<file path="config.mk">
export PLATFORM = sky130hd
export DESIGN_NAME = stuffed_packet_framer
export DESIGN_NICKNAME = d
export VERILOG_FILES = /design/src/rtl/spf_pkg.sv /design/src/rtl/stuffed_packet_framer.sv /design/src/rtl/spf_front.sv /design/src/rtl/spf_fifo.sv /design/src/rtl/spf_back.sv
export SDC_FILE = /design/constraint.sdc
export NUM_CORES = 1
export LEC_CHECK = 0
export BUFFER_PORTS_ARGS = -buffer_cell sky130_fd_sc_hd__buf_2
export CORE_ASPECT_RATIO = 1.5
export CORE_MARGIN = 1
export CORE_UTILIZATION = 35
export DETAILED_ROUTE_END_ITERATION = 8
export PLACE_DENSITY = 0.57
export REMOVE_ABC_BUFFERS = 1
export SYNTH_ARGS = -nofsm -noshare
export SYNTH_HDL_FRONTEND = slang
export SYNTH_SLANG_ARGS = --single-unit
</file>
<file path="constraint.sdc">
create_clock -name aclk -period 4 [get_ports aclk]
set_input_delay 0.8 -clock aclk [delete_from_list [all_inputs] [get_ports aclk]]
set_output_delay 0.8 -clock aclk [all_outputs]
set_load 0.03 [all_outputs]
</file>
<file path="src/rtl/spf_pkg.sv">
// ----------------------------------------------------------------------------
// spf_pkg
// Shared constants and types for the stuffed packet framer.
// ----------------------------------------------------------------------------
package spf_pkg;

    localparam int          PACKET_BYTES_DEF = 64;
    localparam int          QUEUE_DEPTH_DEF  = 4;
    localparam logic [7:0]  START_BYTE       = 8'hEE;

    // one transaction yields at most start + 2 code + 2 data bytes
    localparam int          MAX_RESULTS      = 5;
    localparam int          POS_W            = 3;

    // framing plan for one input transaction, built by the front end
    typedef struct packed {
        logic       open;       // emit a start byte first
        logic [7:0] code;
        logic [1:0] code_cnt;   // 0, 1, or 2 (stuffed)
        logic [7:0] data;
        logic [1:0] data_cnt;   // 0, 1, or 2 (stuffed)
        logic       last_cmd;
    } plan_t;

endpackage

</file>
<file path="src/rtl/stuffed_packet_framer.sv">
// ----------------------------------------------------------------------------
// stuffed_packet_framer
// Frames commands into byte-stuffed packets, one output byte per transaction.
// ----------------------------------------------------------------------------
// channel  dir  handshake          payload
// s_       in   s_valid/s_ready    s_action, s_data_byte, s_last_of_command
// m_       out  m_valid/m_ready    m_tx_byte, m_packet_start, m_command_done,
//                                  m_last_of_run
// cfg_     in   cfg_valid/cfg_ready cfg_data (continuation code)
//
// An input transaction is classified in its accept cycle; the back end sends
// its 1 to 5 bytes at one per cycle unless m_ready stalls, so sustained
// rate is one byte per cycle. Each plan is queued, then its bytes registered.
// The plan queue (QUEUE_DEPTH entries) lets s_ accept while m_ is stalled.
// aresetn is synchronous; it clears packet fill, queue, and code to zero.
// ----------------------------------------------------------------------------
module stuffed_packet_framer #(
    parameter int PACKET_BYTES = spf_pkg::PACKET_BYTES_DEF,
    parameter int QUEUE_DEPTH  = spf_pkg::QUEUE_DEPTH_DEF
) (
    input  logic       aclk,
    input  logic       aresetn,
    input  logic       s_valid,
    output logic       s_ready,
    input  logic       s_action,
    input  logic [7:0] s_data_byte,
    input  logic       s_last_of_command,
    output logic       m_valid,
    input  logic       m_ready,
    output logic [7:0] m_tx_byte,
    output logic       m_packet_start,
    output logic       m_command_done,
    output logic       m_last_of_run,
    input  logic       cfg_valid,
    output logic       cfg_ready,
    input  logic [7:0] cfg_data
);

    spf_pkg::plan_t push_plan, head_plan;
    logic           q_push, q_pop, q_full, q_empty;

    spf_front #(
        .PACKET_BYTES (PACKET_BYTES)
    ) u_front (
        .aclk              (aclk),
        .aresetn           (aresetn),
        .s_valid           (s_valid),
        .s_ready           (s_ready),
        .s_action          (s_action),
        .s_data_byte       (s_data_byte),
        .s_last_of_command (s_last_of_command),
        .cfg_valid         (cfg_valid),
        .cfg_ready         (cfg_ready),
        .cfg_data          (cfg_data),
        .q_full            (q_full),
        .q_push            (q_push),
        .q_plan            (push_plan)
    );

    spf_fifo #(
        .QUEUE_DEPTH (QUEUE_DEPTH)
    ) u_fifo (
        .aclk    (aclk),
        .aresetn (aresetn),
        .push    (q_push),
        .wr_plan (push_plan),
        .pop     (q_pop),
        .rd_plan (head_plan),
        .full    (q_full),
        .empty   (q_empty)
    );

    spf_back u_back (
        .aclk           (aclk),
        .aresetn        (aresetn),
        .q_plan         (head_plan),
        .q_empty        (q_empty),
        .q_pop          (q_pop),
        .m_valid        (m_valid),
        .m_ready        (m_ready),
        .m_tx_byte      (m_tx_byte),
        .m_packet_start (m_packet_start),
        .m_command_done (m_command_done),
        .m_last_of_run  (m_last_of_run)
    );

endmodule

</file>
<file path="src/rtl/spf_front.sv">
// ----------------------------------------------------------------------------
// spf_front
// Accepts input transactions, tracks packet fill and builds a framing plan.
// ----------------------------------------------------------------------------
module spf_front #(
    parameter int PACKET_BYTES = spf_pkg::PACKET_BYTES_DEF
) (
    input  logic           aclk,
    input  logic           aresetn,
    input  logic           s_valid,
    output logic           s_ready,
    input  logic           s_action,
    input  logic [7:0]     s_data_byte,
    input  logic           s_last_of_command,
    input  logic           cfg_valid,
    output logic           cfg_ready,
    input  logic [7:0]     cfg_data,
    input  logic           q_full,
    output logic           q_push,
    output spf_pkg::plan_t q_plan
);

    localparam int FILL_W = $clog2(PACKET_BYTES + 1);
    localparam int SUM_W  = FILL_W + 1;
    localparam logic [SUM_W-1:0] LIMIT = SUM_W'(PACKET_BYTES);

    logic [FILL_W-1:0] fill_reg, fill_next;
    logic [7:0]        cont_code_reg;

    logic              accept;
    logic [1:0]        need;
    logic [1:0]        cont_cnt;
    logic [SUM_W-1:0]  fill_ext;
    logic [SUM_W-1:0]  add_sum;
    logic [SUM_W-1:0]  base;
    logic [SUM_W-1:0]  base_sum;
    logic [SUM_W-1:0]  new_fill;
    logic              fits_open;

    assign cfg_ready = 1'b1;
    assign s_ready   = !q_full;
    assign accept    = s_valid && s_ready;
    assign q_push    = accept;

    assign need      = (s_data_byte == spf_pkg::START_BYTE) ? 2'd2 : 2'd1;
    assign cont_cnt  = (cont_code_reg == spf_pkg::START_BYTE) ? 2'd2 : 2'd1;
    assign fill_ext  = {1'b0, fill_reg};
    assign add_sum   = fill_ext + SUM_W'(need);
    assign fits_open = (fill_reg != '0) && (add_sum <= LIMIT);
    // fresh follow-on packet: start byte plus continuation code
    assign base      = SUM_W'(1) + SUM_W'(cont_cnt);
    assign base_sum  = base + SUM_W'(need);

    always_comb begin
        q_plan          = '0;
        q_plan.last_cmd = s_last_of_command;
        new_fill        = '0;
        if (!s_action) begin
            q_plan.open     = 1'b1;
            q_plan.code     = s_data_byte;
            q_plan.code_cnt = need;
            new_fill        = SUM_W'(1) + SUM_W'(need);
        end else if (fits_open) begin
            q_plan.data     = s_data_byte;
            q_plan.data_cnt = need;
            new_fill        = add_sum;
        end else begin
            q_plan.open     = 1'b1;
            q_plan.code     = cont_code_reg;
            q_plan.code_cnt = cont_cnt;
            q_plan.data     = s_data_byte;
            if (base_sum <= LIMIT) begin
                q_plan.data_cnt = need;
                new_fill        = base_sum;
            end else begin
                // byte fits no fresh packet (tiny packet size): dropped
                q_plan.data_cnt = 2'd0;
                new_fill        = base;
            end
        end
        fill_next = s_last_of_command ? '0 : new_fill[FILL_W-1:0];
    end

    always_ff @(posedge aclk) begin
        if (!aresetn) begin
            fill_reg      <= '0;
            cont_code_reg <= '0;
        end else begin
            if (accept) begin
                fill_reg <= fill_next;
            end
            if (cfg_valid && cfg_ready) begin
                cont_code_reg <= cfg_data;
            end
        end
    end

    a_fill_bound: assert property (@(posedge aclk) disable iff (!aresetn)
        {1'b0, fill_reg} <= LIMIT)
        else $error("packet fill above packet size");

endmodule

</file>
<file path="src/rtl/spf_fifo.sv">
// ----------------------------------------------------------------------------
// spf_fifo
// Small plan queue between front and back end.
// ----------------------------------------------------------------------------
module spf_fifo #(
    parameter int QUEUE_DEPTH = spf_pkg::QUEUE_DEPTH_DEF
) (
    input  logic           aclk,
    input  logic           aresetn,
    input  logic           push,
    input  spf_pkg::plan_t wr_plan,
    input  logic           pop,
    output spf_pkg::plan_t rd_plan,
    output logic           full,
    output logic           empty
);

    localparam int PTR_W = (QUEUE_DEPTH > 1) ? $clog2(QUEUE_DEPTH) : 1;
    localparam int CNT_W = $clog2(QUEUE_DEPTH + 1);
    localparam logic [PTR_W-1:0] PTR_LAST = PTR_W'(QUEUE_DEPTH - 1);
    localparam logic [CNT_W-1:0] CNT_FULL = CNT_W'(QUEUE_DEPTH);

    spf_pkg::plan_t    mem [QUEUE_DEPTH];
    logic [PTR_W-1:0]  wr_ptr_reg, rd_ptr_reg;
    logic [CNT_W-1:0]  count_reg;
    logic              do_push, do_pop;

    assign full    = (count_reg == CNT_FULL);
    assign empty   = (count_reg == '0);
    assign do_push = push && !full;
    assign do_pop  = pop && !empty;
    assign rd_plan = mem[rd_ptr_reg];

    always_ff @(posedge aclk) begin
        if (do_push) begin
            mem[wr_ptr_reg] <= wr_plan;
        end
    end

    always_ff @(posedge aclk) begin
        if (!aresetn) begin
            wr_ptr_reg <= '0;
            rd_ptr_reg <= '0;
            count_reg  <= '0;
        end else begin
            if (do_push) begin
                wr_ptr_reg <= (wr_ptr_reg == PTR_LAST) ? '0 : wr_ptr_reg + PTR_W'(1);
            end
            if (do_pop) begin
                rd_ptr_reg <= (rd_ptr_reg == PTR_LAST) ? '0 : rd_ptr_reg + PTR_W'(1);
            end
            if (do_push && !do_pop) begin
                count_reg <= count_reg + CNT_W'(1);
            end else if (do_pop && !do_push) begin
                count_reg <= count_reg - CNT_W'(1);
            end
        end
    end

    a_count_bound: assert property (@(posedge aclk) disable iff (!aresetn)
        count_reg <= CNT_FULL)
        else $error("plan queue count above depth");

    a_push_only: assert property (@(posedge aclk) disable iff (!aresetn)
        do_push && !do_pop |=> count_reg == $past(count_reg) + CNT_W'(1))
        else $error("plan queue count lost a push");

endmodule

</file>
<file path="src/rtl/spf_back.sv">
// ----------------------------------------------------------------------------
// spf_back
// Walks the plan at the queue head and sends one byte per transaction.
// ----------------------------------------------------------------------------
module spf_back (
    input  logic                  aclk,
    input  logic                  aresetn,
    input  spf_pkg::plan_t        q_plan,
    input  logic                  q_empty,
    output logic                  q_pop,
    output logic                  m_valid,
    input  logic                  m_ready,
    output logic [7:0]            m_tx_byte,
    output logic                  m_packet_start,
    output logic                  m_command_done,
    output logic                  m_last_of_run
);

    localparam int PW = spf_pkg::POS_W;

    logic [PW-1:0] pos_reg, pos_next;
    logic          m_valid_reg;
    logic [7:0]    tx_byte_reg;
    logic          start_reg, done_reg, run_reg;

    logic [PW-1:0] n_open, n_head, n_total;
    logic          emit, is_last;
    logic [7:0]    sel_byte;
    logic          sel_start;

    assign n_open  = PW'(q_plan.open);
    assign n_head  = n_open + PW'(q_plan.code_cnt);
    assign n_total = n_head + PW'(q_plan.data_cnt);
    assign is_last = (pos_reg == n_total - PW'(1));
    assign emit    = !q_empty && (!m_valid_reg || m_ready);
    assign q_pop   = emit && is_last;

    always_comb begin
        sel_start = 1'b0;
        if (pos_reg < n_open) begin
            sel_byte  = spf_pkg::START_BYTE;
            sel_start = 1'b1;
        end else if (pos_reg < n_head) begin
            sel_byte = q_plan.code;
        end else begin
            sel_byte = q_plan.data;
        end
        pos_next = is_last ? '0 : pos_reg + PW'(1);
    end

    always_ff @(posedge aclk) begin
        if (!aresetn) begin
            pos_reg     <= '0;
            m_valid_reg <= 1'b0;
        end else begin
            if (emit) begin
                pos_reg     <= pos_next;
                m_valid_reg <= 1'b1;
            end else if (m_ready) begin
                m_valid_reg <= 1'b0;
            end
        end
    end

    always_ff @(posedge aclk) begin
        if (emit) begin
            tx_byte_reg <= sel_byte;
            start_reg   <= sel_start;
            run_reg     <= is_last;
            done_reg    <= is_last && q_plan.last_cmd;
        end
    end

    assign m_valid        = m_valid_reg;
    assign m_tx_byte      = tx_byte_reg;
    assign m_packet_start = start_reg;
    assign m_command_done = done_reg;
    assign m_last_of_run  = run_reg;

    a_pos_bound: assert property (@(posedge aclk) disable iff (!aresetn)
        pos_reg <= PW'(spf_pkg::MAX_RESULTS - 1))
        else $error("byte position past largest plan");

    a_pop_marks_run: assert property (@(posedge aclk) disable iff (!aresetn)
        q_pop |=> m_valid && m_last_of_run)
        else $error("plan retired without end-of-run byte");

endmodule

</file>
==> results.py, run 1 <==
metrics = {
    "sta": {
        "max-slew-margin-rel_pct": 49.7,
        "max_freq_ghz": 0.267,
        "drv_slew": 0,
        "worst_slew_pin_slew_ps": 745,
        "hold_viol_final": 0,
        "final-setup-viol-count": 0,
        "tns_ps": 0,
        "min_period_ps": 3750,
        "rsz0062_at_grt": "no",
        "finalClockSkew_ps": 8.13,
        "period_share_pct": 93.7,
    },
    "placed_design": {
        "dpl.hpwl_microns": 7700,
        "dp_cells": 631,
        "place_congestion": 0.857,
        "port_buffers": 35,
    },
    "die": {
        "fp.dieArea_sq_um": 16900,
        "ios": 37,
        "core_sq_um": 15800,
        "fp.dieH_microns": 159,
        "die_w_microns": 106,
        "initial_core_util_pct": 36.1,
        "rows": 56,
    },
    "synth": {
        "yosys.area.top_type": "edfxtp_1",
        "syn_avg_cell_area_sq_um": 14.4,
        "netlist_top_cells_count": "99 x edfxtp_1, 38 x nand2_1, 28 x dfxtp_1, 22 x mux4_2, 20 x mux2i_1",
        "synth_edf_count": 99,
        "synth.area.top_cells": "edfxtp_1 52%, dfxtp_1 9.8%, mux4_2 8.7%",
        "synth-main-ff-cell": "edfxtp_1",
        "netlist_area_sq_um": 5720,
        "yosysWarnings": 0,
        "synth_cell_types": 58,
        "yosys_register_bits": 127,
        "synthArstFlopShare_pct": 0,
        "synth_seq_area_share_pct": 61.7,
        "yosysMostFrequentCell": "edfxtp_1",
        "yosysTopAreaCellShare_pct": 51.9,
        "synthCells": 398,
    },
    "setup_path": {
        "end_kind": "flip-flop",
        "worstPathRequired_ps": 4330,
        "crit_path_max_incr_delay_ps": 530,
        "critPathMaxFanout": 4,
        "startpoint_type": "flip-flop",
        "cpMostUsedCell": "ha_1",
        "arrival_ps": 4080,
        "path_cells": "mux4_2 > ha_1 > ha_1 > inv_1 > ha_1 > inv_1 > ha_1 > xor2_1 > xnor2_1 > nor3_1 > nand2_1 > ha_2 > inv_1 > fa_1 > xor2_1 > or3_1 > a21boi_0",
        "cp_slowest_cell": "mux4_2",
        "path_class": "flip-flop to flip-flop",
    },
    "clock_tree": {
        "clk_latency_ps": 410,
        "cts_sinks": 127,
        "cts-root-buf": "clkbuf_16",
        "cts_buffer_depth": 2,
        "cts_made_buffers": 17,
        "htree_levels": 4,
        "path_clk_slew_ps": 60,
        "cts_tree": "yes",
    },
    "route": {
        "drt_iter0_markers": 174,
        "vias_per_cell": 5.08,
        "drc": 0,
        "wl_microns": 11100,
        "avgRoutedWirePerCell_microns": 16.7,
        "vias": 3370,
        "dr.pass1.iters": 5,
        "ant_nets": 0,
    },
    "global_route": {
        "grt_max_degree": 25,
        "grt_usage_pct": 14.5,
        "grt_pass1_vias": 3462,
        "grt_pass1_wl_microns": 18100,
        "antenna_found_initial": 0,
        "grt_overflow": 0,
    },
    "finish": {
        "area_growth_pct": 18.5,
        "largest_reg_flops": 88,
        "nets": 489,
        "fin_cells": 664,
        "antenna_cells": 0,
        "drive_above_1_share_pct": 23.6,
    },
    "power": {
        "power_density_nw_per_um2": 682,
        "ir_drop_mv": 0.390,
        "p_leak_uw": 0.00247,
    },
    "hold_path": {
        "hold_path_class": "flip-flop to flip-flop",
    },
    "run": {
        "cap_violations": 0,
    },
    "outcome": {
        "status": "finished, final reports clean",
    },
}
-- kinds of logic after synthesis --
logic type      after synthesis  synth area share (%)
flops                       127                  61.7
fa+ha+maj                    18                  4.07
compound gates               47                  6.65
buf+inv                      34                  2.40
simple gates                120                  11.5
other cells                   1                0.0655
xor+xnor                      9                  1.38
mux                          42                  12.2
-- per-stage QoR --
stage                     cell area, sq um  hold WS, ps  power [uW]  setup WS [ps]  utilization (%)
after floorplan                       5650          473        2750           -603                -
after global placement                6160          464        3100            164             38.9
after detailed placement              6160          482        3130           70.7             38.9
after CTS                             6770          494        4670           68.5             42.8
after global routing                  6780          536        4880           27.3             42.8
final                                 6780          487        4630            250             42.8
-- power breakdown --
part | leakage [uW] | total, uW | internal, uW | switching (uW)
clock network | 0.000297 | 1540 | 1020 | 523
logic | 0.00102 | 1330 | 579 | 755
registers | 0.00115 | 1750 | 1670 | 79.8
total | 0.00247 | 4630 | 3270 | 1360
-- routing by layer --
metal  vias up  global-route usage (%)  share of wire, %
met4         0                    6.02               1.4
met3        11                    3.93               3.4
li1       1623                       -                 -
met2        63                    26.1                55
met1      1673                    15.9                40
met5         -                       0                 0
-- worst max-delay path, delay by kind of cell (launching register included) --
kind	cells	cell delay, ps
xor gates and xnor gates	3	490
DFF	1	380
adders and majority gates	6	1510
and+or+nand+nor	3	470
AOI/OAI and AO/OA	1	170
buffers and inverters	3	140
muxes	1	530
-- what timing repair did --
item / in CTS / in global routing
buffers inserted: 0 / 1
hold buffers: 0 / 0
endpoints found under the setup margin: 0 / 1
resized for setup: 0 / 2
-- path summary, 6_finish.rpt --
| check | from | end | slack, ps | cells after the start |
|---|---|---|---|---|
| worst max-delay path | flip-flop | u_fifo.count_reg[2]$_SDFFE_PN0P_ | 250 | 17 |
| worst min register to register | u_back.m_valid$_SDFFE_PN0P_ | u_back.m_valid$_SDFFE_PN0P_ | 490 | 2 |
| worst max register to register | flip-flop | u_fifo.count_reg[2]$_SDFFE_PN0P_ | 250 | 17 |
| worst min-delay path | u_back.m_valid$_SDFFE_PN0P_ | u_back.m_valid$_SDFFE_PN0P_ | 490 | 2 |
-- cells in the final DEF, fill, tap and decap left out, types with 13 or more instances in the layout --
cell,synthesis,layout
edfxtp_1,99,99
inv_1,17,17
nor2b_1,13,13
dfxtp_1,28,27
mux4_2,22,22
nand2_1,38,38
clkbuf_16,0,20
mux2i_1,20,20
buf_2,2,35
ha_1,17,16
-- layout make-up --
type,instances,area (sq um)
Fill cell,1503,9050
Sequential cell,127,3530
Multi-Input combinational cell,237,2050
Clock buffer,29,564
Timing Repair Buffer,47,265
Tap cell,203,254
Inverter,18,67.6
Clock inverter,3,43.8
(Power assumes the default switching activity.)
==> run 2: changes to the inputs <==
ABC_AREA = 1   (was default)
CORE_UTILIZATION = 50   (was 35)
PLACE_DENSITY = 0.74   (was 0.57)
==> results.py, run 2 <==
metrics = {
    "power": {
        "seqPwrFrac_pct": 40.3,
        "p_sw_uw": 1340,
        "intPower_uw": 3000,
        "power.combinational.fraction_pct": 24.7,
        "switching_share_pct": 30.9,
        "ir_drop_mv": 0.377,
        "p_leak_uw": 0.00270,
        "clkPwrFrac_pct": 35.0,
        "power_density_nw_per_um2": 653,
    },
    "clock_tree": {
        "cts_tree": "yes",
        "clk_latency_ps": 410,
        "cts_made_buffers": 17,
        "postCtsHoldBufs": 0,
        "cts_buffer_depth": 2,
        "cts_setup_buffers": 0,
        "path_clk_slew_ps": 60,
        "htree_levels": 4,
        "cts_resized": 0,
        "cts-root-buf": "clkbuf_16",
        "cts_sinks": 127,
    },
    "synth": {
        "synth_edf_count": 99,
        "yosys.area.top_type": "edfxtp_1",
        "synthCells": 538,
        "syn_avg_cell_area_sq_um": 10.6,
        "synth-main-ff-cell": "edfxtp_1",
        "yosysMostFrequentCell": "nand2_1",
        "netlist_area_sq_um": 5680,
        "synth_seq_area_share_pct": 62.2,
        "yosysTopAreaCellShare_pct": 52.3,
        "synthArstFlopShare_pct": 0,
        "yosys_register_bits": 127,
        "netlist_top_cells_count": "100 x nand2_1, 99 x edfxtp_1, 53 x inv_1, 50 x nor2_1, 44 x a21oi_1",
        "synth_cell_types": 38,
        "synth.area.top_cells": "edfxtp_1 52%, dfxtp_1 9.9%, nand2_1 6.6%",
        "yosysWarnings": 0,
    },
    "finish": {
        "drive_above_1_share_pct": 17.3,
        "antenna_cells": 0,
        "largest_reg_flops": 88,
        "layout_common_cells": "100 x nand2_1, 99 x edfxtp_1, 53 x inv_1",
        "final_common_cell": "nand2_1",
        "n_fill_cell": 894,
        "nets": 625,
        "area_growth_pct": 17.1,
        "utilization_pct": 60.2,
    },
    "global_route": {
        "grt_max_degree": 39,
        "grt_overflow": 0,
        "gr-max-usage-layer": "met2",
        "grt_usage_pct": 22.8,
        "gr-usage-met2_pct": 39.3,
        "antenna_found_initial": 0,
        "grt_pass1_wl_microns": 19700,
        "grt_pass1_vias": 4063,
        "use_met3_pct": 4.43,
        "grtUsageMet1_pct": 26.3,
    },
    "setup_path": {
        "path_cells": "inv_2 > buf_4 > o21ai_2 > o22ai_1 > ha_1 > inv_1 > ha_1 > inv_1 > ha_1 > or2_2 > a21oi_1 > nand2_1 > inv_1 > nand2_1 > ha_1 > inv_1 > fa_1 > nor2_1 > nor2_1 > nand2_1 > o21ai_0 > a21oi_1",
        "path_class": "flip-flop to flip-flop",
        "cp_top_family": "adder cells",
        "end_kind": "flip-flop",
        "arrival_ps": 4030,
        "worstPathRequired_ps": 4300,
        "cp_slowest_cell": "dfxtp_2",
        "critPathMaxFanout": 26,
        "crit_path_max_incr_delay_ps": 400,
        "startpoint_type": "flip-flop",
        "cp_num_buf_inv": 6,
    },
    "die": {
        "rows": 47,
        "fp.dieH_microns": 133,
        "initial_core_util_pct": 51.4,
        "core_sq_um": 11100,
        "fp.dieArea_sq_um": 11800,
        "die_w_microns": 89.1,
        "ios": 37,
    },
    "run": {
        "cap_violations": 0,
    },
    "route": {
        "vias_per_cell": 5.44,
        "vias": 4046,
        "ant_nets": 0,
        "dr.pass1.iters": 5,
        "drt_iter0_markers": 324,
        "wl_microns": 11900,
        "avgRoutedWirePerCell_microns": 16.0,
        "drc": 0,
    },
    "placed_design": {
        "place_congestion": 0.866,
        "port_buffers": 35,
        "dpl.hpwl_microns": 7840,
    },
    "sta": {
        "worst_slew_pin_slew_ps": 977,
        "min_period_ps": 3730,
        "final-setup-viol-count": 0,
        "holdWs_ps": 491,
        "max_freq_ghz": 0.268,
        "tns_ps": 0,
        "drv_slew": 0,
        "hold_viol_final": 0,
        "rsz0062_at_grt": "no",
        "finalClockSkew_ps": 15.1,
        "max-slew-margin-rel_pct": 34.3,
        "period_share_pct": 93.2,
    },
    "hold_path": {
        "hold_path_class": "flip-flop to flip-flop",
    },
    "outcome": {
        "status": "finished, final reports clean",
    },
}
run 2: cell count changes after synthesis, moves of 13 or more:
cell     change
mux2i_1     -20
inv_1       +36
nor2b_1     -13
nand2_1     +62
nor2_1      +40
o21ai_0     +25
a21oi_1     +40
mux4_2      -22
run 2: cell families after synthesis:
logic type | count (synthesis) | synth area share, %
simple gates | 202 | 16.4
flops | 127 | 62.2
compound gates | 104 | 10.5
buf+inv | 78 | 5.48
fa+ha+maj | 18 | 4.09
xor+xnor | 8 | 1.23
other cells | 1 | 0.0660
run 2: power groups by stage:
stage / logic (uW) / clock network, uW / registers [uW]
global route: 1190 / 1590 / 1770
floorplan: 587 / 0 / 1900
detailed placement: 1060 / 0 / 1770
global placement: 1020 / 0 / 1770
finish: 1070 / 1520 / 1750
CTS: 1080 / 1540 / 1750
run 2: worst paths after layout:
path	start	endpoint	slack [ps]	depth (start not counted)
worst max register to register	flip-flop	u_fifo.count_reg[2]$_SDFFE_PN0P_	270	22
worst min-delay path	u_front.cont_code_reg[5]$_SDFFE_PN0P_	u_front.cont_code_reg[5]$_SDFFE_PN0P_	490	2
worst max-delay path	flip-flop	u_fifo.count_reg[2]$_SDFFE_PN0P_	270	22
worst min register to register	u_front.cont_code_reg[5]$_SDFFE_PN0P_	u_front.cont_code_reg[5]$_SDFFE_PN0P_	490	2
run 2: worst reg2reg max path: cells and delay by family (launching register included):
kind / cells / cell delay (ps)
adder cells (fa/ha/maj): 5 / 1290
AND/OR/NAND/NOR: 6 / 740
buffers and inverters: 6 / 610
AO/OA/AOI/OAI: 5 / 590
flip-flops: 1 / 400
run 2: metal layers:
metal  up-vias  wire length [microns]
met3        25                    600
met4         0                    319
li1       1955                      -
met5         -                      0
met2       138                   6500
met1      1928                   4470
run 2: area by class of cell:
| type | count | area [sq um] | area share (%) |
|---|---|---|---|
| Sequential cell | 127 | 3530 | 53.1 |
| Multi-Input combinational cell | 333 | 1860 | 28.0 |
| Clock buffer | 17 | 425 | 6.39 |
| Timing Repair Buffer | 46 | 262 | 3.93 |
| Inverter | 59 | 221 | 3.33 |
| Tap cell | 147 | 184 | 2.76 |
| Clock inverter | 15 | 170 | 2.56 |
run 2: stage by stage:
step	area (sq um)	power (uW)	std cells	setup slack (ps)
2_1_floorplan	5590	2490	519	-494
3_3_place_gp	6050	2790	712	398
3_5_place_dp	6050	2830	712	251
4_1_cts	6650	4370	744	87.2
5_1_grt	6660	4550	744	15.1
6_report	6660	4350	744	272
